[config.mk]
export PLATFORM = sky130hd
export DESIGN_NAME = bgp_queue
export DESIGN_NICKNAME = d
export VERILOG_FILES = /design/src/bgp_pkg.sv /design/src/bgp_queue.sv
export VERILOG_INCLUDE_DIRS = /design/src /design/src/src
export SDC_FILE = /design/constraint.sdc
export NUM_CORES = 1
export LEC_CHECK = 0
export CORE_MARGIN = 5
export CORE_UTILIZATION = 35
export CTS_BUF_LIST = sky130_fd_sc_hd__clkbuf_8
export CTS_CLUSTER_DIAMETER = 40
export DETAILED_ROUTE_END_ITERATION = 16
export DONT_BUFFER_PORTS = 1
export SLEW_MARGIN = 0
export SYNTH_ARGS = -nofsm -noshare
export SYNTH_HDL_FRONTEND = slang
export SYNTH_SLANG_ARGS = --single-unit
export TNS_END_PERCENT = 5
[constraint.sdc]
create_clock -name i_clk -period 3.25 [get_ports i_clk]
set_clock_uncertainty 0.05 [all_clocks]
set_input_delay 0.65 -clock i_clk [delete_from_list [all_inputs] [get_ports i_clk]]
set_output_delay 0.65 -clock i_clk [all_outputs]
set_load 0.02 [all_outputs]
[src/bimodal_gshare_branch_predictor_top_macros.svh]
// assertion macros shared by the predictor modules
// each macro expects i_clk and i_rst_n in the enclosing module
`ifndef BIMODAL_GSHARE_BRANCH_PREDICTOR_TOP_MACROS_SVH
`define BIMODAL_GSHARE_BRANCH_PREDICTOR_TOP_MACROS_SVH

// consequent must hold in the same cycle as the antecedent
`define BGP_ASSERT_NOW(label, ante, cons, msg) \
    label: assert property (@(posedge i_clk) disable iff (!i_rst_n) (ante) |-> (cons)) \
        else $error(msg);

// consequent must hold in the cycle after the antecedent
`define BGP_ASSERT_NEXT(label, ante, cons, msg) \
    label: assert property (@(posedge i_clk) disable iff (!i_rst_n) (ante) |=> (cons)) \
        else $error(msg);

`endif

[src/bgp_pkg.sv]
// types, constants and helpers shared by the branch predictor modules
// no dependencies
package bgp_pkg;

    localparam int MAX_INDEX_BITS = 14;
    localparam int IDX_W          = MAX_INDEX_BITS;
    localparam int TABLE_DEPTH    = 1 << IDX_W;
    localparam int CFG_W          = 4;
    localparam int CFG_IDX_W      = 1;
    localparam int ADDR_W         = 32;
    localparam int CNT_W          = 32;
    localparam int CTR_W          = 2;
    localparam int QUEUE_DEPTH    = 2;
    localparam int QPTR_W         = (QUEUE_DEPTH > 1) ? $clog2(QUEUE_DEPTH) : 1;
    localparam int QCNT_W         = $clog2(QUEUE_DEPTH + 1);

    typedef logic [IDX_W-1:0] t_idx;
    typedef logic [CTR_W-1:0] t_ctr;
    typedef logic [CFG_W-1:0] t_cfg;

    localparam t_ctr CTR_WEAK_TAKEN = 2'd2;
    localparam t_ctr CTR_MAX        = 2'd3;
    localparam t_cfg INDEX_BITS_RST = (MAX_INDEX_BITS < 14) ? CFG_W'(MAX_INDEX_BITS) : 4'd14;
    localparam t_cfg HIST_BITS_RST  = 4'd0;
    localparam t_cfg MAX_M          = CFG_W'(MAX_INDEX_BITS);

    typedef enum logic [CFG_IDX_W-1:0] {
        REG_INDEX_BITS   = 1'b0,
        REG_HISTORY_BITS = 1'b1
    } t_cfg_reg;

    typedef struct packed {
        logic [ADDR_W-1:0] branch_address;
        logic              taken;
    } t_branch;

    typedef struct packed {
        logic             predicted_taken;
        logic             mispredicted;
        t_idx             table_index;
        logic [CNT_W-1:0] prediction_count;
        logic [CNT_W-1:0] miss_count;
    } t_result;

    // one classified branch handed from front to back
    typedef struct packed {
        t_idx idx;
        logic taken;
    } t_req;

    // front-facing status of the queue and back end
    typedef struct packed {
        logic q_full;
        logic clearing;
    } t_back_status;

    function automatic t_idx low_mask(input t_cfg k);
        return ~(t_idx'({IDX_W{1'b1}}) << k);
    endfunction

endpackage

[src/bgp_queue.sv]
// short queue of classified branches between front and back end
// depends on bgp_pkg and the assertion macro header
`include "bimodal_gshare_branch_predictor_top_macros.svh"
module bgp_queue (
    input  logic          i_clk,
    input  logic          i_rst_n,
    input  logic          i_push,
    input  bgp_pkg::t_req i_req,
    input  logic          i_pop,
    output logic          o_full,
    output logic          o_empty,
    output bgp_pkg::t_req o_head
);
    import bgp_pkg::*;

    t_req              r_slot [QUEUE_DEPTH];
    logic [QPTR_W-1:0] r_wr_ptr;
    logic [QPTR_W-1:0] r_rd_ptr;
    logic [QCNT_W-1:0] r_count;

    function automatic logic [QPTR_W-1:0] ptr_inc(input logic [QPTR_W-1:0] p);
        return (p == QPTR_W'(QUEUE_DEPTH - 1)) ? '0 : p + QPTR_W'(1);
    endfunction

    assign o_full  = (r_count == QCNT_W'(QUEUE_DEPTH));
    assign o_empty = (r_count == '0);
    assign o_head  = r_slot[r_rd_ptr];

    always_ff @(posedge i_clk) begin
        if (i_push) begin
            r_slot[r_wr_ptr] <= i_req;
        end
    end

    always_ff @(posedge i_clk) begin
        if (!i_rst_n) begin
            r_wr_ptr <= '0;
            r_rd_ptr <= '0;
            r_count  <= '0;
        end else begin
            if (i_push) begin
                r_wr_ptr <= ptr_inc(r_wr_ptr);
            end
            if (i_pop) begin
                r_rd_ptr <= ptr_inc(r_rd_ptr);
            end
            if (i_push && !i_pop) begin
                r_count <= r_count + QCNT_W'(1);
            end else if (i_pop && !i_push) begin
                r_count <= r_count - QCNT_W'(1);
            end
        end
    end

    `BGP_ASSERT_NOW(a_no_push_full, i_push, !o_full, "push into full queue")
    `BGP_ASSERT_NOW(a_no_pop_empty, i_pop, !o_empty, "pop from empty queue")
    `BGP_ASSERT_NEXT(a_count_up, i_push && !i_pop, r_count == $past(r_count) + QCNT_W'(1), "queue count did not grow on push")

endmodule

=== Word level (Yosys, flattened, before mapping) ===
Memory sizes are Yosys's and may differ from the RTL's. A register that Yosys moved wholly into a read port is not among the register bits.
Index checks and enable logic that the tools add are counted.

* Multiplexer cells: 8
* Equal/unequal tests: 1
* Reductions and logical operators: 6
* $add $sub $neg: 4

{| class="wikitable"
|+ Operators by type and width
! cell !! count
|-
| $mux W1 || 6
|-
| $mux W2 || 2
|-
| $add A1 B1 Y1 const B || 2
|-
| $add A2 B1 Y2 const B || 1
|-
| $eq A2 B2 Y1 const B || 1
|-
| $logic_and A1 B1 Y1 || 2
|-
| $logic_not A1 Y1 || 2
|-
| $logic_not A2 Y1 || 1
|-
| $reduce_bool A2 Y1 || 1
|-
| $sub A2 B1 Y2 const B || 1
|}

* Input port bits: 19
* Register bits after elaboration: 4
* Memories: 1
* Memory bits (writable): 30
* Logic and storage cells: 23
* Output and inout bits: 17

{| class="wikitable"
|+ Memories
! name !! depth !! bits a word !! rd ports !! clocked after memory_dff !! wr ports !! RTL line !! text
|-
| r_slot || 2 || 15 || 1 || 1 || 1 || bgp_queue.sv:16 || <nowiki>t_req r_slot [QUEUE_DEPTH];</nowiki>
|}

=== Logic depth before layout (Yosys ltp) ===
Gate-level depths: netlist (run 1).

* Depth after elaboration: 4
* Depth in mapped cells: 5
* Depth with buffers taken out: 5

=== Worst setup path after synthesis (run 1) ===
OpenSTA, ideal clock, no wires.

* Kind: input to register
* From: input port i_push
* To: memory r_slot[0][0] in the netlist's numbering (enable)
* Slack: 1.408 ns
* Path buffers: 0
* Data arrival time: 1.402 ns
* Library setup time: 0.390 ns
* Required time: 2.810 ns
* Cell stages on the path: 1
* Cells stage by stage: nor2b_1

* Cells in the longest elaborated chain, start to end: 2

{| class="wikitable"
|+ RTL lines
! item !! RTL line !! text
|-
| start: declaration || bgp_queue.sv:7 || <nowiki>input logic i_push,</nowiki>
|-
| $mux W1 || bgp_queue.sv:30 || <nowiki>if (i_push) begin</nowiki>
|-
| $mux W1 (not written as such) || bgp_queue.sv:31 || <nowiki>r_slot[r_wr_ptr] <= i_req;</nowiki>
|-
| end: declaration || bgp_queue.sv:16 ||
|}

Every way passes these cells.

==> results of run 1 <==
## placed cells by master, fill, tap and decap left out, types with 2 or more instances in the layout
cell	instances
sky130_fd_sc_hd__and2_1	4
sky130_fd_sc_hd__xor2_1	2
sky130_fd_sc_hd__mux2_2	15
sky130_fd_sc_hd__edfxtp_1	30
sky130_fd_sc_hd__dfxtp_1	5
sky130_fd_sc_hd__clkbuf_8	5
## area by class of cell
class                           count  area (um^2)  share of cell area [%]
Clock buffer                        5        68.82                   4.717
Clock inverter                      3        38.79                   2.659
Inverter                            1        3.754                  0.2573
Multi-Input combinational cell     31        286.5                   19.64
Sequential cell                    35         1001                   68.61
Tap cell                           48        60.06                   4.117
## worst min-delay path by stage
stage / startpoint / endpoint / slack, ns / depth (start not counted)
3_3_place_gp: r_count[1] / r_count[1] / 0.43 / 2
4_1_cts: i_req[12] / r_slot[0][12] / 0.40 / 0
3_5_place_dp: r_count[1] / r_count[1] / 0.45 / 2
2_1_floorplan: r_count[1] / r_count[1] / 0.42 / 2
6_report: i_req[12] / r_slot[0][12] / 0.41 / 0
5_1_grt: i_req[7] / r_slot[0][7] / 0.38 / 0
## metal layers
| layer | vias up | track usage [%] |
|---|---|---|
| met5 | - | 0 |
| met3 | 6 | 5.682 |
| li1 | 264 | - |
| met2 | 21 | 14.32 |
| met1 | 265 | 8.656 |
| met4 | 0 | 4.384 |
## registers in the layout (all words and copies together), names as in the netlist, named ones only
register,cells
r_count,2
r_wr_ptr,1
r_slot,30
r_rd_ptr,1
## where the power goes
part           switching, mW  internal (mW)
Sequential            0.0156          0.517
Clock                  0.142          0.224
Combinational         0.0553         0.0334
## cells by family (layout without fill, tap and decap cells)
logic type | count (synthesis) | after routing | synth area share, %
flops | 35 | 35 | 76.92
mux | 15 | 15 | 12.98
fa+ha+maj | 1 | 1 | 0.9614
compound gates | 3 | 3 | 1.539
simple gates | 9 | 9 | 4.327
xor+xnor | 3 | 3 | 2.020
buf+inv | 3 | 9 | 1.250
## per-stage QoR
step	worst slack, ns	utilization, %
final	1.049	40.15
after global routing	0.9151	40.15
after CTS	0.9802	40.15
after detailed placement	1.297	37.19
after global placement	1.293	37.19
after floorplan	1.408	-
==> out/metrics.cfg, run 1 <==
[critical_path]
r2r_end=r_slot[0][4]
cp.required_ns=2.55
cp.arrival_ns=1.50
critPathKind=flop to primary output
timing.reg2reg.worst_path_depth=1
startpoint_type=flop
critical_path_depth=1
critical_path.cell_chain=mux2_2
cp.buffers_inverters=0
critical_path.slowest_cell=sky130_fd_sc_hd__dfxtp_1
delay_of_the_slowest_cell_on_the_worst_path_ns=0.74
critPathCapture=o_head[3]
worst_path_dominant_cell_family=flip-flops
reg2reg_setup_slack_ns=1.84
critPathMaxFanout=15
cp-end-kind=primary output
worst_r2r_startpoint=r_wr_ptr

[floorplan]
fp.coreArea_um2=3633
die_w_um=70.98
die_y_um=70.98
initial_core_util_pct=35.81
num_rows=22
die-area_um2=5037
num_io_pins=36

[placement]
io_buffers=0
postPlaceCellArea_um2=1351
numPlacedInstances=115
dp.final_hpwl_um=1350
gp_congestion=0.6391

[logic_synthesis]
synth_top_area_share_pct=69.23
async_set_or_reset_register_ratio_after_synthesis_pct=0
seq_area_frac_synth_pct=76.92
synthesis.instances=69
synth.net_count=89
syn-mean-instance-area_um2=18.86
synth_top_cell_by_area=sky130_fd_sc_hd__edfxtp_1
ys_warn_count=0
synth_enable_flop_cells=30
main_area_contributors_after_synthesis=sky130_fd_sc_hd__edfxtp_1, sky130_fd_sc_hd__mux2_2, sky130_fd_sc_hd__dfxtp_1
post_synth_num_cell_types=17
postSynthRegisterBits=35
ys.flop_type=sky130_fd_sc_hd__edfxtp_1
yosys.cell_count.top_type=sky130_fd_sc_hd__edfxtp_1
synth_top_cells_by_count=sky130_fd_sc_hd__edfxtp_1, sky130_fd_sc_hd__mux2_2, sky130_fd_sc_hd__dfxtp_1, sky130_fd_sc_hd__and2_1
mappedNetlistArea_um2=1301

[route]
route.met3.wl_um=172
wl_met2_um=1054
dr.max_layer_used=met4
detailedRoute.firstIterationViolations=26
detailedRoute.firstPassIterationCount=2
drc=0
avgRoutedWirePerCell_um=16.24
wirelength_met1_um=730
vias=556
drt.antenna.violating_nets=0
wl_um=1998
avgViaCountPerCell=4.520

[sta]
timing.final.hold_violations=0
fin_setup_tns_ns=0
setup_viol=0
max-slew-margin-rel_pct=44.43
max_freq_ghz=0.4543
worst_hold_slack_ns=0.4127
grt_setup_unrepaired=false
finalWorstPathRequiredPeriod_ns=2.201
final-max-slew-violation-count=0
final.period_utilization_pct=67.72
worst_pin_slew_ns=0.8299

[grt]
grt_start_max_net_pins=17
globalRouteTotalUtil_pct=8.804
vias_in_the_first_global_route=611
global_route_wire_length_before_repair_um=3146
antenna_found_initial=0
global_route.overflow_total=0

[clocking]
cts.path.max_buffers=2
clkSinkCount=35
cts_resized=0
cts_hold_buffers=0
tritoncts=built
clkSlewWorstSetupHoldPaths_ns=0.07
worstSkewPairLatency_ns=0.28
cts-htree-levels=2
cts_buffers=5
cts_root_buf=sky130_fd_sc_hd__clkbuf_8
post-cts-setup-buffers=0

[final_layout]
final_cell_count_no_fill=123
design.final.nets=94
antenna-diode-count=0
fill_cells=350
synthToLayoutAreaGrowth_pct=12.12
layout-drive-gt1-share_pct=32.00
final_area_um2=1459

[worst_hold_path]
worstHoldPathType=input pin to flop

[power_and_ir_drop]
power.total_uw=987.0
ir_worst_vdd_mv=0.3106
static-leakage-power_nw=0.4930
cellPowerDensity_nw_per_um2=676.5

[run]
cap_viol_max_count=0

[run_status]
status=completed

(Power assumes the default switching activity.)
==> run 2: changes to the inputs <==
--- a/config.mk
+++ b/config.mk
@@ -6,6 +6,7 @@
 export SDC_FILE = /design/constraint.sdc
 export NUM_CORES = 1
 export LEC_CHECK = 0
+export ABC_AREA = 1
 export CORE_MARGIN = 5
 export CORE_UTILIZATION = 35
 export CTS_BUF_LIST = sky130_fd_sc_hd__clkbuf_8
==> constraint.sdc (replaced) <==
create_clock -name i_clk -period 2.05 [get_ports i_clk]
set_clock_uncertainty 0.05 [all_clocks]
set_input_delay 0.41 -clock i_clk [delete_from_list [all_inputs] [get_ports i_clk]]
set_output_delay 0.41 -clock i_clk [all_outputs]
set_load 0.02 [all_outputs]
==> run 2 against run 1 <==
Die area rose by 4.3%. Worst hold slack lost 0.24 ns. Combinational power grew 76%. Core utilization grew 0.72 points. Sequential share of layout area shrank 2.7 points. Routed wire length up 5.0%. Flip-flop and latch count did not move. Final area grew 4.1%. Synthesized cell count rose by 19%. Count of clock-buffer cells in the layout unchanged. Via count up 15%. Area after synthesis up 5.0%. Critical path type unchanged. Largest power group unchanged.
==> out/metrics.cfg, run 2 <==
[critical_path]
cp.required_ns=1.59
critPathKind=flop to primary output
startpoint_type=flop
delay_of_the_slowest_cell_on_the_worst_path_ns=0.46
critPathMaxFanout=11
cp.arrival_ns=1.34
cp-end-kind=primary output
critical_path.slowest_cell=sky130_fd_sc_hd__dfxtp_1
critical_path.cell_chain=buf_12 > mux2_2

[logic_synthesis]
seq_area_frac_synth_pct=73.26
synth_enable_flop_cells=30
ys.flop_type=sky130_fd_sc_hd__edfxtp_1
syn-mean-instance-area_um2=16.66
async_set_or_reset_register_ratio_after_synthesis_pct=0
synth.net_count=102
main_area_contributors_after_synthesis=sky130_fd_sc_hd__edfxtp_1, sky130_fd_sc_hd__mux2_4, sky130_fd_sc_hd__dfxtp_1
post_synth_num_cell_types=14
synthesis.instances=82
ys_warn_count=0
mappedNetlistArea_um2=1366
yosys.cell_count.top_type=sky130_fd_sc_hd__edfxtp_1
synth_top_cell_by_area=sky130_fd_sc_hd__edfxtp_1
synth_top_cells_by_count=sky130_fd_sc_hd__edfxtp_1, sky130_fd_sc_hd__mux2_4, sky130_fd_sc_hd__nor2_1, sky130_fd_sc_hd__inv_1, sky130_fd_sc_hd__nand2_1
synth_top_area_share_pct=65.93
postSynthRegisterBits=35

[route]
avgViaCountPerCell=4.571
detailedRoute.firstPassIterationCount=2
vias=640
drt.antenna.violating_nets=0
avgRoutedWirePerCell_um=14.98
detailedRoute.firstIterationViolations=34
wl_um=2097
drc=0

[run_status]
status=completed

[floorplan]
die_y_um=72.48
num_io_pins=36
fp.coreArea_um2=3716
die_w_um=72.48
initial_core_util_pct=36.77
die-area_um2=5253
num_rows=22

[run]
cap_viol_max_count=0

[grt]
antenna_found_initial=0
global_route.overflow_total=0
grt_start_max_net_pins=12
globalRouteTotalUtil_pct=9.022
global_route_wire_length_before_repair_um=3298
vias_in_the_first_global_route=699

[placement]
dp.final_hpwl_um=1539
post-place-ws_ns=0.5359
gp_congestion=0.6088
postPlaceCellArea_um2=1438
io_buffers=0

[clocking]
cts.path.max_buffers=2
cts_buffers=5
cts-htree-levels=2
post-cts-setup-buffers=0
worstSkewPairLatency_ns=0.28
cts_resized=0
clkSinkCount=35
tritoncts=built
clkSlewWorstSetupHoldPaths_ns=0.07
cts_root_buf=sky130_fd_sc_hd__clkbuf_8
cts_hold_buffers=0

[power_and_ir_drop]
ir_worst_vdd_mv=0.3473
power.total_mw=1.444
static-leakage-power_nw=0.5846
cellPowerDensity_nw_per_um2=950.8

[sta]
setup_viol=0
max-slew-margin-rel_pct=74.64
grt_setup_unrepaired=false
final-max-slew-violation-count=0
fin_setup_tns_ns=0
max_freq_ghz=0.5554
final.period_utilization_pct=87.82
worst_slack_ns=0.2496
worst_pin_slew_ns=0.3790
finalWorstPathRequiredPeriod_ns=1.800
timing.final.hold_violations=0

[final_layout]
design.final.nets=111
antenna-diode-count=0
layout.cells.most_common=sky130_fd_sc_hd__edfxtp_1
regMostFlops=r_slot
biggestRegsByFlops=r_slot (30), r_count (2)
multi_input_comb_area_um2=304.0
layout-drive-gt1-share_pct=27.17
largest_register_ff_count=30
most_used_cells_in_the_layout_excluding_fill_and_tap_cells=sky130_fd_sc_hd__edfxtp_1, sky130_fd_sc_hd__mux2_4, sky130_fd_sc_hd__inv_1
final_area_um2=1519
layout.area.seq_um2=1001
fill_cells=353
synthToLayoutAreaGrowth_pct=11.17

[worst_hold_path]
worstHoldPathType=input pin to flop

[run 2: changes by cell type after synthesis, sizes merged, moves of 2 or more]
cell	change
and2	-4
nand2	+8
nor2b	-2
xor2	-2
nor2	+8
inv	+7
[run 2: critical path, delay by kind of cell (launching register included)]
family / cells / cell delay [ns]
DFF: 1 / 0.46
muxes: 1 / 0.40
buffers and inverters: 1 / 0.19
[run 2: layer usage]
| layer | GRT usage [%] | share of wire, % | vias up |
|---|---|---|---|
| met5 | 0 | 0 | - |
| met4 | 4.918 | 2.3 | 0 |
| met3 | 8.033 | 15 | 6 |
| met2 | 13.85 | 48 | 28 |
| met1 | 7.996 | 35 | 302 |
| li1 | - | - | 304 |
[run 2: per-stage QoR]
step | hold WS (ns) | util, % | instances
2_1_floorplan | 0.4135 | - | 82
3_3_place_gp | 0.4294 | 38.69 | 132
3_5_place_dp | 0.4432 | 38.69 | 132
4_1_cts | 0.1612 | 40.88 | 140
5_1_grt | 0.1453 | 40.88 | 140
6_report | 0.1716 | 40.88 | 140
[run 2: kinds of logic after synthesis]
| family | after synthesis | synth area share (%) |
|---|---|---|
| muxes | 15 | 15.11 |
| DFF | 35 | 73.26 |
| AOI/OAI and AO/OA | 2 | 0.7319 |
| and+or+nand+nor | 19 | 5.494 |
| adders and majority gates | 1 | 0.9156 |
| buffers and inverters | 10 | 4.487 |
[run 2: path summary, 6_finish.rpt]
path | startpoint | endpoint | slack (ns) | depth (start not counted)
max | flop | o_head[14] | 0.25 | 2
max reg2reg | r_wr_ptr | r_slot[1][7] | 0.86 | 3
min | i_req[7] | r_slot[0][7] | 0.17 | 0
min reg2reg | r_rd_ptr | r_rd_ptr | 0.45 | 2
[run 2: where the power goes]
group	switching (mW)	internal (mW)
Sequential	0.0155	0.818
Clock	0.226	0.228
Combinational	0.0954	0.0608
Total	0.337	1.11
[run 2: final cells by class]
type | instances | area share (%)
inverter | 8 | 1.977
clock inverter | 3 | 0.8237
multi-input combinational | 37 | 20.02
sequential | 35 | 65.90
clock buffer | 5 | 4.530
timing repair buffer | 4 | 2.801
tap | 48 | 3.954
==> run 3: changes to the inputs <==
--- a/config.mk
+++ b/config.mk
@@ -13,6 +13,7 @@
 export CTS_CLUSTER_DIAMETER = 40
 export DETAILED_ROUTE_END_ITERATION = 16
 export DONT_BUFFER_PORTS = 1
+export SKIP_CTS_REPAIR_TIMING = 1
 export SLEW_MARGIN = 0
 export SYNTH_ARGS = -nofsm -noshare
 export SYNTH_HDL_FRONTEND = slang
==> constraint.sdc (replaced) <==
create_clock -name i_clk -period 2.05 [get_ports i_clk]
set_clock_uncertainty 0.05 [all_clocks]
set_input_delay 0.205 -clock i_clk [delete_from_list [all_inputs] [get_ports i_clk]]
set_output_delay 0.205 -clock i_clk [all_outputs]
set_load 0.02 [all_outputs]
==> run 3 against run 2 <==
Register-to-register slack got worse by 0.09 ns. Largest power group unchanged. Worst setup slack better by 0.21 ns. Combinational power is 18% higher. Critical endpoint unchanged. Highest routed layer unchanged.
==> out/metrics.cfg, run 3 (synthesized netlist as in run 2, its figures left out) <==
[route]
detailedRoute.firstPassIterationCount=4
wl_um=2136
drc=0
avgRoutedWirePerCell_um=13.87
drt.antenna.violating_nets=0
avgViaCountPerCell=4.390
vias=676
detailedRoute.firstIterationViolations=25

[critical_path]
critPathMaxFanout=11
cp.arrival_ns=1.34
cp.required_ns=1.79
startpoint_type=flop
delay_of_the_slowest_cell_on_the_worst_path_ns=0.46
critical_path.cell_chain=buf_12 > mux2_2
critPathKind=flop to primary output
cp-end-kind=primary output
critical_path.slowest_cell=sky130_fd_sc_hd__dfxtp_1

[sta]
worst_pin_slew_ns=0.6054
finalWorstPathRequiredPeriod_ns=1.590
final.period_utilization_pct=77.57
fin_setup_tns_ns=0
timing.final.hold_violations=0
final-max-slew-violation-count=0
grt_setup_unrepaired=false
setup_viol=0
max-slew-margin-rel_pct=59.60
worst_hold_slack_ns=0.01674
max_freq_ghz=0.6289

[grt]
globalRouteTotalUtil_pct=8.646
antenna_found_initial=0
global_route_wire_length_before_repair_um=3132
grt_start_max_net_pins=16
global_route.overflow_total=0
vias_in_the_first_global_route=632

[clocking]
cts_buffers=5
cts.path.max_buffers=2
cts-htree-levels=2
tritoncts=built
worstSkewPairLatency_ns=0.27
cts_root_buf=sky130_fd_sc_hd__clkbuf_8
clkSlewWorstSetupHoldPaths_ns=0.06
clkSinkCount=35

[placement]
dp.final_hpwl_um=1521
io_buffers=0
gp_congestion=0.5874
numPlacedInstances=131

[power_and_ir_drop]
power.total_mw=1.453
static-leakage-power_nw=0.6371
cellPowerDensity_nw_per_um2=871.3
ir_worst_vdd_mv=0.4483

[run]
cap_viol_max_count=0

[final_layout]
biggestRegsByFlops=r_slot (30), r_count (2)
layout-drive-gt1-share_pct=22.64
final_cell_count_no_fill=154
largest_register_ff_count=30
most_used_cells_in_the_layout_excluding_fill_and_tap_cells=sky130_fd_sc_hd__edfxtp_1, sky130_fd_sc_hd__dlygate4sd3_1, sky130_fd_sc_hd__mux2_4
regMostFlops=r_slot
final_util_pct=44.88
synthToLayoutAreaGrowth_pct=22.07
design.final.nets=126
antenna-diode-count=0
layout.cells.most_common=sky130_fd_sc_hd__edfxtp_1

[floorplan]
num_io_pins=36
die-area_um2=5253
die_y_um=72.48
fp.coreArea_um2=3716
die_w_um=72.48
initial_core_util_pct=36.77
num_rows=22

[worst_hold_path]
worstHoldPathType=input pin to flop

[run_status]
status=completed

[run 3: cell count changes in the layout (fill, tap and decap cells not counted), sizes merged]
cell / previous run / this run
clkinv: 1 / 2
inv: 10 / 8
buf: 4 / 3
dlygate4sd3: 0 / 16
[run 3: worst paths after layout]
check                               from            to  slack [ns]  cells after the start
worst min-delay path              i_push      r_wr_ptr        0.02                      2
worst max-delay path                flop    o_head[14]        0.46                      2
worst max register to register  r_wr_ptr  r_slot[1][1]        0.77                      2
worst min register to register  r_wr_ptr      r_wr_ptr        0.45                      2
[run 3: layout make-up]
| type | instances | area, um^2 |
|---|---|---|
| well taps | 48 | 60.06 |
| clock buffers | 5 | 68.82 |
| flip-flops and latches | 35 | 1001 |
| clock inverters | 2 | 8.758 |
| inverters | 8 | 30.03 |
| repair buffers | 19 | 195.2 |
| multi-input cells | 37 | 304.0 |
| fillers | 334 | 2048 |
[run 3: per-layer routing]
layer,GRT usage (%),vias to the layer above,routed length [um]
met1,8.179,310,817
met4,4.303,0,25
met2,12.84,28,1062
li1,-,334,-
met3,7.756,4,230
met5,0,-,0
[run 3: critical path: cells and delay by family, from the launching register on]
kind                   cells  cell delay (ns)
buffers and inverters      1             0.19
flip-flops                 1             0.46
multiplexers               1             0.41
[run 3: where the power goes]
group,total [mW],internal (mW),switching [mW]
Clock,0.436,0.225,0.211
Combinational,0.184,0.0801,0.104
Sequential,0.834,0.818,0.0153
[run 3: through the flow]
stage	worst slack (ns)	instance area, um^2
detailed placement	0.7378	1430
finish	0.4599	1668
global placement	0.7625	1430
global route	0.3734	1668
CTS	0.4277	1508
floorplan	0.6368	1366
