<file path="config.mk">
export PLATFORM = sky130hd
export DESIGN_NAME = bgp_front
export DESIGN_NICKNAME = d
export VERILOG_FILES = /design/src/bimodal_gshare_branch_predictor_top_macros.svh /design/src/bgp_pkg.sv /design/src/bgp_front.sv
export SDC_FILE = /design/constraint.sdc
export NUM_CORES = 1
export LEC_CHECK = 0
export ABC_AREA = 1
export ABC_CLOCK_PERIOD_IN_PS = 3700
export BUFFER_PORTS_ARGS = -buffer_cell sky130_fd_sc_hd__buf_2
export CORE_ASPECT_RATIO = 1.4
export CORE_MARGIN = 2
export CORE_UTILIZATION = 54
export DETAILED_ROUTE_END_ITERATION = 6
export PLACE_DENSITY = 0.87
export SKIP_LAST_GASP = 1
export SLEW_MARGIN = 20
export SYNTH_ARGS = -nofsm -noshare
export SYNTH_HDL_FRONTEND = slang
export SYNTH_SLANG_ARGS = --single-unit
</file>
<file path="constraint.sdc">
create_clock -name i_clk -period 3.7 [get_ports i_clk]
set_input_delay 0.555 -clock i_clk [delete_from_list [all_inputs] [get_ports i_clk]]
set_output_delay 0.555 -clock i_clk [all_outputs]
set_load 0.01 [all_outputs]
</file>
<file path="src/bimodal_gshare_branch_predictor_top_macros.svh">
// assertion macros shared by the predictor modules
// each macro expects i_clk and i_rst_n in the enclosing module
`ifndef BIMODAL_GSHARE_BRANCH_PREDICTOR_TOP_MACROS_SVH
`define BIMODAL_GSHARE_BRANCH_PREDICTOR_TOP_MACROS_SVH

// consequent must hold in the same cycle as the antecedent
`define BGP_ASSERT_NOW(label, ante, cons, msg) \
    label: assert property (@(posedge i_clk) disable iff (!i_rst_n) (ante) |-> (cons)) \
        else $error(msg);

// consequent must hold in the cycle after the antecedent
`define BGP_ASSERT_NEXT(label, ante, cons, msg) \
    label: assert property (@(posedge i_clk) disable iff (!i_rst_n) (ante) |=> (cons)) \
        else $error(msg);

`endif

</file>
<file path="src/bgp_pkg.sv">
// types, constants and helpers shared by the branch predictor modules
// no dependencies
package bgp_pkg;

    localparam int MAX_INDEX_BITS = 14;
    localparam int IDX_W          = MAX_INDEX_BITS;
    localparam int TABLE_DEPTH    = 1 << IDX_W;
    localparam int CFG_W          = 4;
    localparam int CFG_IDX_W      = 1;
    localparam int ADDR_W         = 32;
    localparam int CNT_W          = 32;
    localparam int CTR_W          = 2;
    localparam int QUEUE_DEPTH    = 2;
    localparam int QPTR_W         = (QUEUE_DEPTH > 1) ? $clog2(QUEUE_DEPTH) : 1;
    localparam int QCNT_W         = $clog2(QUEUE_DEPTH + 1);

    typedef logic [IDX_W-1:0] t_idx;
    typedef logic [CTR_W-1:0] t_ctr;
    typedef logic [CFG_W-1:0] t_cfg;

    localparam t_ctr CTR_WEAK_TAKEN = 2'd2;
    localparam t_ctr CTR_MAX        = 2'd3;
    localparam t_cfg INDEX_BITS_RST = (MAX_INDEX_BITS < 14) ? CFG_W'(MAX_INDEX_BITS) : 4'd14;
    localparam t_cfg HIST_BITS_RST  = 4'd0;
    localparam t_cfg MAX_M          = CFG_W'(MAX_INDEX_BITS);

    typedef enum logic [CFG_IDX_W-1:0] {
        REG_INDEX_BITS   = 1'b0,
        REG_HISTORY_BITS = 1'b1
    } t_cfg_reg;

    typedef struct packed {
        logic [ADDR_W-1:0] branch_address;
        logic              taken;
    } t_branch;

    typedef struct packed {
        logic             predicted_taken;
        logic             mispredicted;
        t_idx             table_index;
        logic [CNT_W-1:0] prediction_count;
        logic [CNT_W-1:0] miss_count;
    } t_result;

    // one classified branch handed from front to back
    typedef struct packed {
        t_idx idx;
        logic taken;
    } t_req;

    // front-facing status of the queue and back end
    typedef struct packed {
        logic q_full;
        logic clearing;
    } t_back_status;

    function automatic t_idx low_mask(input t_cfg k);
        return ~(t_idx'({IDX_W{1'b1}}) << k);
    endfunction

endpackage

</file>
<file path="src/bgp_front.sv">
// front end: config registers, index hashing and global history
// depends on bgp_pkg
module bgp_front (
    input  logic                          i_clk,
    input  logic                          i_rst_n,
    input  logic                          i_cfg_we,
    input  logic [bgp_pkg::CFG_IDX_W-1:0] i_cfg_idx,
    input  bgp_pkg::t_cfg                 i_cfg_data,
    input  logic                          i_valid,
    output logic                          o_ready,
    input  bgp_pkg::t_branch              i_branch,
    input  bgp_pkg::t_back_status         i_status,
    output logic                          o_push,
    output bgp_pkg::t_req                 o_req
);
    import bgp_pkg::*;

    t_cfg r_index_bits;
    t_cfg r_history_bits;
    t_idx r_hist;
    t_idx n_hist;

    t_cfg m_eff;
    t_cfg n_eff;
    t_cfg shift;
    t_idx hmask;
    t_idx addr_index;
    t_idx taken_bit;
    logic accept;

    always_ff @(posedge i_clk) begin
        if (!i_rst_n) begin
            r_index_bits   <= INDEX_BITS_RST;
            r_history_bits <= HIST_BITS_RST;
        end else if (i_cfg_we) begin
            case (t_cfg_reg'(i_cfg_idx))
                REG_INDEX_BITS:   r_index_bits   <= i_cfg_data;
                REG_HISTORY_BITS: r_history_bits <= i_cfg_data;
                default: ;
            endcase
        end
    end

    always_comb begin
        m_eff      = (r_index_bits > MAX_M) ? MAX_M : r_index_bits;
        n_eff      = (r_history_bits > m_eff) ? m_eff : r_history_bits;
        shift      = m_eff - n_eff;
        hmask      = low_mask(n_eff);
        addr_index = i_branch.branch_address[IDX_W+1:2] & low_mask(m_eff);
        // history lands on the top n of the m index bits
        o_req.idx   = addr_index ^ ((r_hist & hmask) << shift);
        o_req.taken = i_branch.taken;
        taken_bit = t_idx'(i_branch.taken) << (n_eff - t_cfg'(1));
        if (n_eff != '0) begin
            n_hist = (((r_hist & hmask) >> 1) | taken_bit) & hmask;
        end else begin
            n_hist = r_hist;
        end
    end

    assign o_ready = !i_status.q_full && !i_status.clearing;
    assign accept  = i_valid && o_ready;
    assign o_push  = accept;

    always_ff @(posedge i_clk) begin
        if (!i_rst_n) begin
            r_hist <= '0;
        end else if (accept) begin
            r_hist <= n_hist;
        end
    end

endmodule

</file>
# Word-level counts from Yosys, hierarchy flattened

Cells that the tools add are included.
Widths: inputs -> output; s select.

$add $sub $neg: 2
Reductions and logical operators: 8
Bitwise gates (word level): 8
$mul: 0
Equality and inequality tests: 0
Mux-type cells: 2
Order comparisons: 2
Shift operators: 4
Divide/modulo/power cells: 0

Operators by type and width:

| operator              | number |
|---|---|
| $and 14x14->14        | 3 |
| $not 14->14           | 2 |
| $shl 14x4->14 const A | 2 |
| $or 13x14->14         | 1 |
| $shl 1x4->14          | 1 |
| $shl 14x4->14         | 1 |
| $xor 14x14->14        | 1 |
| $mux 4                | 2 |
| $reduce_and 2->1      | 3 |
| $gt 4x4->1            | 1 |
| $gt 4x4->1 const B    | 1 |
| $reduce_bool 4->1     | 1 |
| $sub 4x1->4 const B   | 1 |
| $sub 4x4->4           | 1 |
| $logic_and 1x1->1     | 2 |
| $logic_not 1->1       | 2 |
| $not 1->1             | 1 |

Word-level logic and storage cells: 29
Output and inout bits: 17
Memory bits (read-only): 0
Bits in registers: 22
RAM bits: 0
Latch bits: 0
Memories kept: 0
Bits of input ports: 44

# Logic depth before layout (Yosys ltp)

Gate-level depths: netlist of run 1.

Depth in word-level cells: 9
Gate-level depth with buffers: 30
Depth with buffers taken out: 29

# Worst setup path after synthesis of run 1

No wires, ideal clock.

Kind: register to output
Start point: reg r_index_bits[3]
End point: out o_req[4] (netlist name)
Slack: 241 ps
Data required time: 3145 ps
Cell stages (with the launch flop): 22
Arrival time: 2904 ps
Buffers on the path: 3
Path through: dfxtp_1 buf_4 nand2_1 inv_2 nand2_1 nand2_1 inv_1 ha_1 nand3_2 nand2_4 nand2_1 nand2_1 ha_1 clkbuf_1 inv_1 buf_1 nand2_1 nand3_1 nand2_1 nor2_1 nand2_1 xor2_1

RTL lines:

| item                   | line            | text |
|---|---|---|
| from (decl)            | bgp_front.sv:18 | `t_cfg r_index_bits;` |
| from (signal assigned) | bgp_front.sv:37 | `REG_INDEX_BITS: r_index_bits <= i_cfg_data;` |
| to (decl)              | bgp_front.sv:14 | `output bgp_pkg::t_req o_req` |

==> impl_metrics.json, run 1 <==
{
  "status": "finished, violations left",
  "failed_checks": "design-rule violations, negative setup slack",
  "cts_sinks": 22,
  "io_buffers": 42,
  "yosys.cell_types.count": 34,
  "cts_tree": "built",
  "antenna_cells": 0,
  "worstPathArrival_ps": 3250,
  "slew_viol_final": 0,
  "yosys_warnings": 0,
  "cts.path.max_buffers": 2,
  "slew_headroom_pct": 66.44,
  "layout_commonest_cell": "nand2_1",
  "dp.cells": 526,
  "final.period_utilization_pct": 102.9,
  "cp_common_cell": "nand2_2",
  "required_ps": 3140,
  "worst_setup_path_end_kind": "output port",
  "synth-seq-area-share_pct": 17.90,
  "critPathMaxStageDelay_ps": 380,
  "crit_fanout": 6,
  "cp-start-kind": "flop",
  "clk_latency_ps": 270,
  "p_leak_nw": 1.550,
  "cts_root_buf": "clkbuf_8",
  "crit_family": "simple AND/OR/NAND/NOR gates",
  "antenna_found_initial": 0,
  "grtUsageMet3_pct": 3.411,
  "core_area_sq_um": 4463,
  "grt_overflow": 0,
  "final_cells": 554,
  "first_iter_violations": 640,
  "placed_area_sq_um": 2741,
  "path_buf_inv": 8,
  "hold_path_class": "flop to flop",
  "drt-total-wl_um": 8981,
  "layout_common_cells": "nand2_1 (112), nand3_1 (79), buf_2 (44)",
  "first_global_vias": 2718,
  "synth_seq_cells": 22,
  "busiest_layer": "met2",
  "via_per_inst": 6.271,
  "utilization_pct": 72.47,
  "routedWlPerCell_um": 16.21,
  "ant_nets": 0,
  "gr-usage-met2_pct": 50.58,
  "pre_cts_ws_ps": -114.8,
  "max_freq_ghz": 0.2627,
  "cts.clk_slew.worst_paths_ps": 80,
  "track_usage_pct": 28.98,
  "critPathKind": "flop to output port",
  "cts-htree-levels": 1,
  "die_x_um": 61.06,
  "postCtsHoldBufs": 0,
  "grt_max_degree": 21,
  "gp_congestion": 0.9617,
  "row_count": 29,
  "grt_pass1_wl_um": 11680,
  "synth_nets": 477,
  "drc": 14,
  "syn-cell-area_sq_um": 2461,
  "drive_above_1_share_pct": 31.10,
  "ir_worst_vdd_uv": 209.5,
  "hpwlAfterDp_um": 5427,
  "numCtsBuffers": 3,
  "firstDrtPassIters": 7,
  "drv_cap": 0,
  "vias": 3474,
  "synth_cells": 427,
  "finalCriticalPeriod_ps": 3806,
  "synth.avg_cell_area_sq_um": 5.764,
  "setup_viol": 10,
  "ioPinCount": 61,
  "fp.dieH_um": 83.88,
  "nets": 544,
  "gr-usage-met1_pct": 33.62,
  "power_density_nw_per_um2": 350.1,
  "setup_ws_ps": -106.1,
  "slowest_stage": "dfxtp_4",
  "finalClockSkew_ps": 5.315,
  "hold_violations": 0,
  "die_area_sq_um": 5121,
  "fin_area_sq_um": 3234,
  "syn_to_final_growth_pct": 31.42,
  "tightest_slew_ps": 498.9,
  "start_util_pct": 55.14,
  "rsz0062_at_grt": "yes"
}
==> sequential cells by signal (all words and copies together) (netlist names) <==
name / cells
r_hist: 14
r_history_bits: 4
r_index_bits: 4
==> path summary, 6_finish.rpt <==
check	from	slack, ps	cells after the start	end
max reg2reg	r_index_bits[2]$_SDFFE_PN1P_	800	22	r_hist[0]$_SDFFE_PN0P_
min reg2reg	r_hist[7]$_SDFFE_PN0P_	470	2	r_hist[7]$_SDFFE_PN0P_
min	r_hist[7]$_SDFFE_PN0P_	470	2	r_hist[7]$_SDFFE_PN0P_
max	r_index_bits[2]$_SDFFE_PN1P_	-110	26	o_req[14]
==> synthesized netlist by cell type <==
library cell	n	area share (%)
o21ai_1	2	0.41
o21ai_2	1	0.36
inv_1	41	6.3
dfxtp_1	22	18
o21bai_1	1	0.31
a31oi_1	1	0.25
xnor2_2	1	0.66
xnor2_4	1	1.1
nand3b_1	1	0.31
nand3_2	3	1.2
and3_1	1	0.25
nand3_1	87	18
nand2_2	10	2.5
a221oi_1	1	0.36
ha_1	6	3.1
buf_6	1	0.46
a21oi_1	17	3.5
a21o_1	1	0.31
nor3_1	2	0.41
xor2_4	1	1.1
buf_2	3	0.61
xor2_1	5	1.8
nand4_1	13	3.3
buf_4	6	1.8
buf_1	1	0.15
nor2_1	28	4.3
clkbuf_1	6	0.92
nand2_4	5	2.3
o21ai_0	21	4.3
nor4_1	1	0.25
inv_2	5	0.76
nand2_1	125	19
o211ai_1	6	1.8
nor2_2	1	0.25
==> worst reg2reg max path, stage by stage, from the launching register on <==
cell and delay [ps]:
dfxtp_4 380, nand2_2 60, inv_2 80, nand2_2 60
nand2_2 80, inv_2 60, ha_4 150, inv_2 30
nand2_1 40, nand2_1 60, nand2_2 70, nand2_4 110
buf_4 130, buf_4 110, nand3_1 100, nand2_4 210
nand2_8 100, nor2_4 110, nor2_1 50, buf_4 170
inv_1 320, a21oi_1 80, a221oi_1 260
==> through the flow <==
stage	power (W)	setup TNS, ps	hold WS, ps
2_1_floorplan	0.0006642	0	443.6
3_3_place_gp	0.0007837	0	456.7
3_5_place_dp	0.0007961	-692.4	459.4
4_1_cts	0.0009934	0	472.0
5_1_grt	0.001197	-2318	495.8
6_report	0.001132	-586.3	472.9
==> metal layers <==
layer / vias to the layer above / share of wire (%)
li1: 1549 / -
met1: 1541 / 35
met2: 296 / 49
met3: 88 / 9.2
met4: 0 / 6.8
met5: - / 0
==> where the power goes <==
part / total (W) / leakage (nW) / switching (W) / internal (W)
combinational: 0.000723 / 1.35 / 0.000452 / 0.000271
sequential: 0.000256 / 0.179 / 0.0000102 / 0.000246
clock: 0.000153 / 0.0216 / 0.0000803 / 0.0000729
==> repair_timing <==
action / CTS / global route
gates resized for setup: 19 / 48
cloned: 2 / 1
pin swaps: 4 / 12
setup endpoints to repair: 14 / 14
setup buffers: 6 / 16
==> kinds of logic (layout without fill, tap and decap cells) <==
group / Yosys count / count (layout) / share of synthesized area (%)
buffers and inverters: 63 / 128 / 10.98
AO/OA/AOI/OAI: 51 / 51 / 11.54
adder cells (fa/ha/maj): 6 / 6 / 3.050
AND/OR/NAND/NOR: 277 / 277 / 51.86
flip-flops: 22 / 22 / 17.90
XOR/XNOR: 8 / 8 / 4.678
==> area by class of cell <==
| class | instances | area [sq um] |
|---|---|---|
| Multi-Input combinational cell | 342 | 1957 |
| Fill cell | 357 | 1229 |
| Timing Repair Buffer | 78 | 510.5 |
| Sequential cell | 22 | 449.2 |
| Inverter | 46 | 191.4 |
| Tap cell | 62 | 77.57 |
| Clock buffer | 3 | 41.29 |
| Timing Repair inverter | 1 | 7.507 |
Power figures use the tool's default switching activity.
==> run 2, diff against run 1 <==
--- a/config.mk
+++ b/config.mk
@@ -10,9 +10,10 @@
 export BUFFER_PORTS_ARGS = -buffer_cell sky130_fd_sc_hd__buf_2
 export CORE_ASPECT_RATIO = 1.4
 export CORE_MARGIN = 2
-export CORE_UTILIZATION = 54
+export CORE_UTILIZATION = 43
 export DETAILED_ROUTE_END_ITERATION = 6
-export PLACE_DENSITY = 0.87
+export PLACE_DENSITY = 0.73
+export SETUP_SLACK_MARGIN = 0.02
 export SKIP_LAST_GASP = 1
 export SLEW_MARGIN = 20
 export SYNTH_ARGS = -nofsm -noshare
==> impl_metrics.json, run 2 (synthesis results as in run 1) <==
{
  "rrSetupSlack_ps": 420,
  "dp.cells": 532,
  "cts.path.max_buffers": 2,
  "final_cells": 568,
  "first_iter_violations": 295,
  "hold_end": "r_hist[3]$_SDFFE_PN0P_",
  "r2r_start": "r_index_bits[2]$_SDFFE_PN1P_",
  "worstPathCellList": "nand2_2 > inv_2 > nand2_2 > nand2_2 > inv_2 > ha_4 > nand3_4 > nand2_4 > nand2_2 > nand2_2 > ha_4 > inv_2 > ha_4 > inv_2 > nand2_4 > xnor2_4 > buf_12 > clkinvlp_4 > nand3_1 > nand3_1 > nand2_1 > nand2_1 > nand2_1 > buf_2",
  "worstPathArrival_ps": 3110,
  "ir_worst_vdd_uv": 148.8,
  "hold_start": "r_hist[3]$_SDFFE_PN0P_",
  "largest_register_ffs": 14,
  "grt_overflow": 0,
  "layout_common_cells": "nand2_1 (108), nand3_1 (79), buf_2 (43)",
  "track_usage_pct": 24.27,
  "hold_path_class": "flop to flop",
  "cp.depth": 24,
  "vias": 3195,
  "cts_root_buf": "clkbuf_8",
  "critPathMaxStageDelay_ps": 380,
  "finalCriticalPeriod_ps": 3661,
  "setup_viol": 0,
  "r2r_cells": 17,
  "core_area_sq_um": 5525,
  "clk_latency_ps": 270,
  "cts_tree": "built",
  "total_power_w": 0.001112,
  "power_density_nw_per_um2": 335.2,
  "crit_start": "r_index_bits[2]$_SDFFE_PN1P_",
  "top_register": "r_hist",
  "gp_congestion": 0.8672,
  "cts.clk_slew.worst_paths_ps": 90,
  "p_leak_nw": 1.558,
  "drc": 0,
  "cp-start-kind": "flop",
  "drv_cap": 0,
  "fill_cells": 510,
  "fp.dieH_um": 93.52,
  "numCtsBuffers": 3,
  "via_per_inst": 5.625,
  "rsz0062_at_grt": "yes",
  "die_area_sq_um": 6353,
  "io_buffers": 42,
  "hold_depth": 2,
  "antenna_found_initial": 0,
  "hpwlAfterDp_um": 5703,
  "status": "complete, no violations",
  "antenna_cells": 0,
  "worst_setup_path_end_kind": "output port",
  "grt_pass1_wl_um": 12250,
  "max_freq_ghz": 0.2731,
  "ioPinCount": 61,
  "finalClockSkew_ps": 2.830,
  "reg.largest.list": "r_hist: 14 flops, r_history_bits: 4 flops, r_index_bits: 4 flops",
  "hold_violations": 0,
  "routedWlPerCell_um": 14.83,
  "layout_commonest_cell": "nand2_1",
  "slew_viol_final": 0,
  "firstDrtPassIters": 5,
  "nets": 552,
  "first_global_vias": 2690,
  "drt-total-wl_um": 8422,
  "slew_headroom_pct": 48.93,
  "required_ps": 3140,
  "drive_above_1_share_pct": 33.40,
  "slowest_stage": "dfxtp_4",
  "path_buf_inv": 7,
  "grt_max_degree": 17,
  "crit_fanout": 7,
  "critPathKind": "flop to output port",
  "final.period_utilization_pct": 98.95,
  "cts-htree-levels": 1,
  "cts_sinks": 22,
  "row_count": 32,
  "cp_common_cell": "nand2_2",
  "timing.rr.end": "r_hist[1]$_SDFFE_PN0P_",
  "tightest_slew_ps": 763.2,
  "ant_nets": 0,
  "die_x_um": 67.94,
  "syn_to_final_growth_pct": 34.82,
  "crit_family": "simple AND/OR/NAND/NOR gates",
  "start_util_pct": 44.54
}
==> run 2: layer usage <==
layer  GRT usage [%]  part of all wire, %  vias to the layer above
met5               0                    0                        -
met4           10.17                  4.6                        0
met3           1.444                  4.9                       38
met2           43.04                   50                      137
met1           29.28                   40                     1453
li1                -                    -                     1567
==> run 2: report_power, final <==
group	total [W]	switching (W)	leakage, nW	internal (W)
Clock	0.000160	0.0000870	0.0216	0.0000730
Combinational	0.000696	0.000425	1.36	0.000270
Sequential	0.000257	0.0000108	0.179	0.000246
==> run 2: worst register-to-register path, cell delays in order (launching register included) <==
cell and delay, ps:
dfxtp_4 380, nand2_2 50, inv_2 70, nand2_2 50, nand2_2 80, inv_2 60
ha_4 270, nand3_4 120, buf_4 170, buf_4 140, nand3_1 100, nand2_2 120
nand2_2 130, nor2_2 70, nor2_1 580, inv_1 420, o21ai_0 280, inv_1 80
==> run 2: final cells by class <==
class / count / area (sq um) / area share [%]
Timing Repair inverter: 2 / 15.01 / 0.4525
Timing Repair Buffer: 85 / 558.0 / 16.82
Clock buffer: 3 / 41.29 / 1.244
Tap cell: 68 / 85.08 / 2.564
Multi-Input combinational cell: 342 / 1979 / 59.65
Sequential cell: 22 / 449.2 / 13.54
Inverter: 46 / 190.2 / 5.732
==> run 2: stage by stage <==
step                      hold slack (ps)  instance area, sq um  util [%]  TNS (ps)  worst slack (ps)
after CTS                           479.0                  2997     54.23         0             28.95
final                               477.7                  3318     60.05         0             38.68
after detailed placement            465.6                  2749     49.75    -419.2            -83.15
after floorplan                     443.6                  2461         -         0             240.8
after global routing                498.2                  3318     60.05     -1322            -154.8
after global placement              457.4                  2749     49.75    -17.73            -17.73
==> run 2: how the worst max path moves through the flow <==
stage / endpoint / slack, ps
2_1_floorplan: o_req[4] / 240
3_3_place_gp: o_req[9] / -20
3_5_place_dp: o_req[9] / -80
4_1_cts: o_req[14] / 30
5_1_grt: o_req[14] / -150
6_report: o_req[10] / 40
==> run 2: repair_timing <==
action                                  in CTS  in global routing
pin swaps                                    6                 26
endpoints found under the setup margin      14                 15
hold buffers                                 0                  0
gates resized for setup                     22                 46
setup buffers                               12                 18
gates cloned                                 2                  1
==> run 3, diff against run 2 <==
--- a/config.mk
+++ b/config.mk
@@ -11,6 +11,7 @@
 export CORE_ASPECT_RATIO = 1.4
 export CORE_MARGIN = 2
 export CORE_UTILIZATION = 43
+export CTS_BUF_LIST = sky130_fd_sc_hd__clkbuf_4
 export DETAILED_ROUTE_END_ITERATION = 6
 export PLACE_DENSITY = 0.73
 export SETUP_SLACK_MARGIN = 0.02
==> impl_metrics.json, run 3 (synthesis results as in run 1) <==
{
  "status": "finished, violations left",
  "failed_checks": "negative setup slack",
  "drive_above_1_share_pct": 35.12,
  "finalHoldWorstSlack_ps": 461.1,
  "r2r_cells": 21,
  "slew_viol_final": 0,
  "gp_congestion": 0.8672,
  "max_freq_ghz": 0.2660,
  "multiInputGateArea_sq_um": 2057,
  "slowest_stage": "dfxtp_4",
  "gr-usage-met2_pct": 43.77,
  "ir_worst_vdd_uv": 124.5,
  "ioPinCount": 61,
  "layout_commonest_cell": "nand2_1",
  "top_register": "r_hist",
  "seqPwrFrac_pct": 22.8,
  "regArea_sq_um": 449.2,
  "worst_setup_path_end_kind": "output port",
  "hold_depth": 3,
  "drt-total-wl_um": 8548,
  "rsz0062_at_grt": "yes",
  "hold_path_class": "primary input to flop",
  "largest_register_ffs": 14,
  "start_util_pct": 44.54,
  "hold_violations": 0,
  "cts_tree": "built",
  "die_x_um": 67.94,
  "first_iter_violations": 331,
  "grt_overflow": 0,
  "clk_latency_ps": 330,
  "hold_start": "i_cfg_data[3]",
  "finalClockSkew_ps": 7.003,
  "numCtsBuffers": 3,
  "core_area_sq_um": 5525,
  "syn_to_final_growth_pct": 40.01,
  "timing.rr.end": "r_hist[1]$_SDFFE_PN0P_",
  "pwr-share-clk_pct": 11.0,
  "gr-usage-met1_pct": 29.65,
  "vias": 3318,
  "final_cells": 572,
  "nets": 556,
  "cts.path.max_buffers": 2,
  "r2r_start": "r_index_bits[2]$_SDFFE_PN1P_",
  "grt_pass1_wl_um": 12460,
  "antenna_found_initial": 0,
  "p_switching_w": 0.0005417,
  "reg.largest.list": "r_hist: 14 flops, r_history_bits: 4 flops, r_index_bits: 4 flops",
  "grtUsageMet3_pct": 1.324,
  "pwr-share-comb_pct": 66.2,
  "p_int_w": 0.0005857,
  "io_buffers": 42,
  "hpwlAfterDp_um": 5703,
  "cp_common_cell": "nand2_2",
  "critPathMaxStageDelay_ps": 400,
  "worstPathArrival_ps": 3200,
  "p_sw_share_pct": 48.05,
  "power_density_nw_per_um2": 327.2,
  "ant_nets": 0,
  "cts_root_buf": "clkbuf_4",
  "p_leak_nw": 1.609,
  "setup_ws_ps": -59.76,
  "setup_viol": 3,
  "finalCriticalPeriod_ps": 3760,
  "drv_cap": 0,
  "busiest_layer": "met2",
  "row_count": 32,
  "cp-start-kind": "flop",
  "critPathKind": "flop to output port",
  "rrSetupSlack_ps": 390,
  "cts_sinks": 22,
  "fin_area_sq_um": 3446,
  "final.period_utilization_pct": 101.6,
  "postCtsHoldBufs": 0,
  "cts-htree-levels": 1,
  "antenna_cells": 0,
  "dp.cells": 532,
  "cts.clk_slew.worst_paths_ps": 130,
  "track_usage_pct": 24.61,
  "fp.dieH_um": 93.52,
  "hold_end": "r_index_bits[3]$_SDFFE_PN1P_",
  "firstDrtPassIters": 6,
  "placed_area_sq_um": 2749,
  "slew_headroom_pct": 49.12,
  "die_area_sq_um": 6353,
  "via_per_inst": 5.801,
  "required_ps": 3140,
  "fill_cells": 479,
  "crit_fanout": 7,
  "first_global_vias": 2768,
  "layout_common_cells": "nand2_1 (108), nand3_1 (74), buf_2 (44)",
  "drc": 0,
  "tightest_slew_ps": 760.4,
  "routedWlPerCell_um": 14.94,
  "grt_max_degree": 17
}
run 3: through the flow:
stage / utilization (%) / setup WS [ps] / power (W) / TNS [ps]
floorplan: - / 240.8 / 0.0006642 / 0
global placement: 49.75 / -17.73 / 0.0007906 / -17.73
detailed placement: 49.75 / -83.15 / 0.0007995 / -419.2
global route: 62.36 / -218.6 / 0.001198 / -2242
CTS: 54.64 / 32.06 / 0.0009975 / 0
finish: 62.36 / -59.76 / 0.001127 / -75.91
run 3: how the worst max path moves through the flow:
stage | end | depth (start not counted) | from
floorplan | o_req[4] | 21 | r_index_bits[3]$_SDFFE_PN1P_
CTS | o_req[4] | 20 | r_index_bits[3]$_SDFFE_PN1P_
global route | o_req[14] | 28 | r_index_bits[2]$_SDFFE_PN1P_
detailed placement | o_req[9] | 22 | r_index_bits[2]$_SDFFE_PN1P_
finish | o_req[14] | 28 | r_index_bits[2]$_SDFFE_PN1P_
global placement | o_req[9] | 22 | r_index_bits[2]$_SDFFE_PN1P_
run 3: timing repair:
action	CTS	global route
setup endpoints to repair	14	14
gates resized for setup	26	61
hold endpoints to repair	0	0
gates cloned	3	1
pin swaps	9	26
buffers inserted	14	19
run 3: final cells by class:
class                   instances  share of cell area [%]
multi-input cells             342                   59.69
repair buffers                 89                   18.05
flip-flops and latches         22                   13.04
inverters                      46                   5.664
well taps                      68                   2.469
clock buffers                   3                  0.6536
repair inverters                2                  0.4357
run 3: routing by layer:
layer | vias to the layer above | part of all wire (%)
met4 | 0 | 4.5
li1 | 1579 | -
met2 | 186 | 51
met5 | - | 0
met1 | 1503 | 39
met3 | 50 | 5.7
run 3: worst max-delay path, delay by kind of cell, from the launching register on:
kind | cells | cell delay [ps]
buffers and inverters | 8 | 660
XOR/XNOR | 1 | 120
adder cells (fa/ha/maj) | 3 | 450
flip-flops | 1 | 400
AND/OR/NAND/NOR | 16 | 1230
run 3: power groups by stage:
stage                     sequential (W)  combinational [W]  clock, W
after global routing            0.000258           0.000815  0.000125
after floorplan                 0.000256           0.000408         0
after CTS                       0.000255           0.000623  0.000120
final                           0.000257           0.000746  0.000124
after global placement          0.000260           0.000530         0
after detailed placement        0.000261           0.000539         0
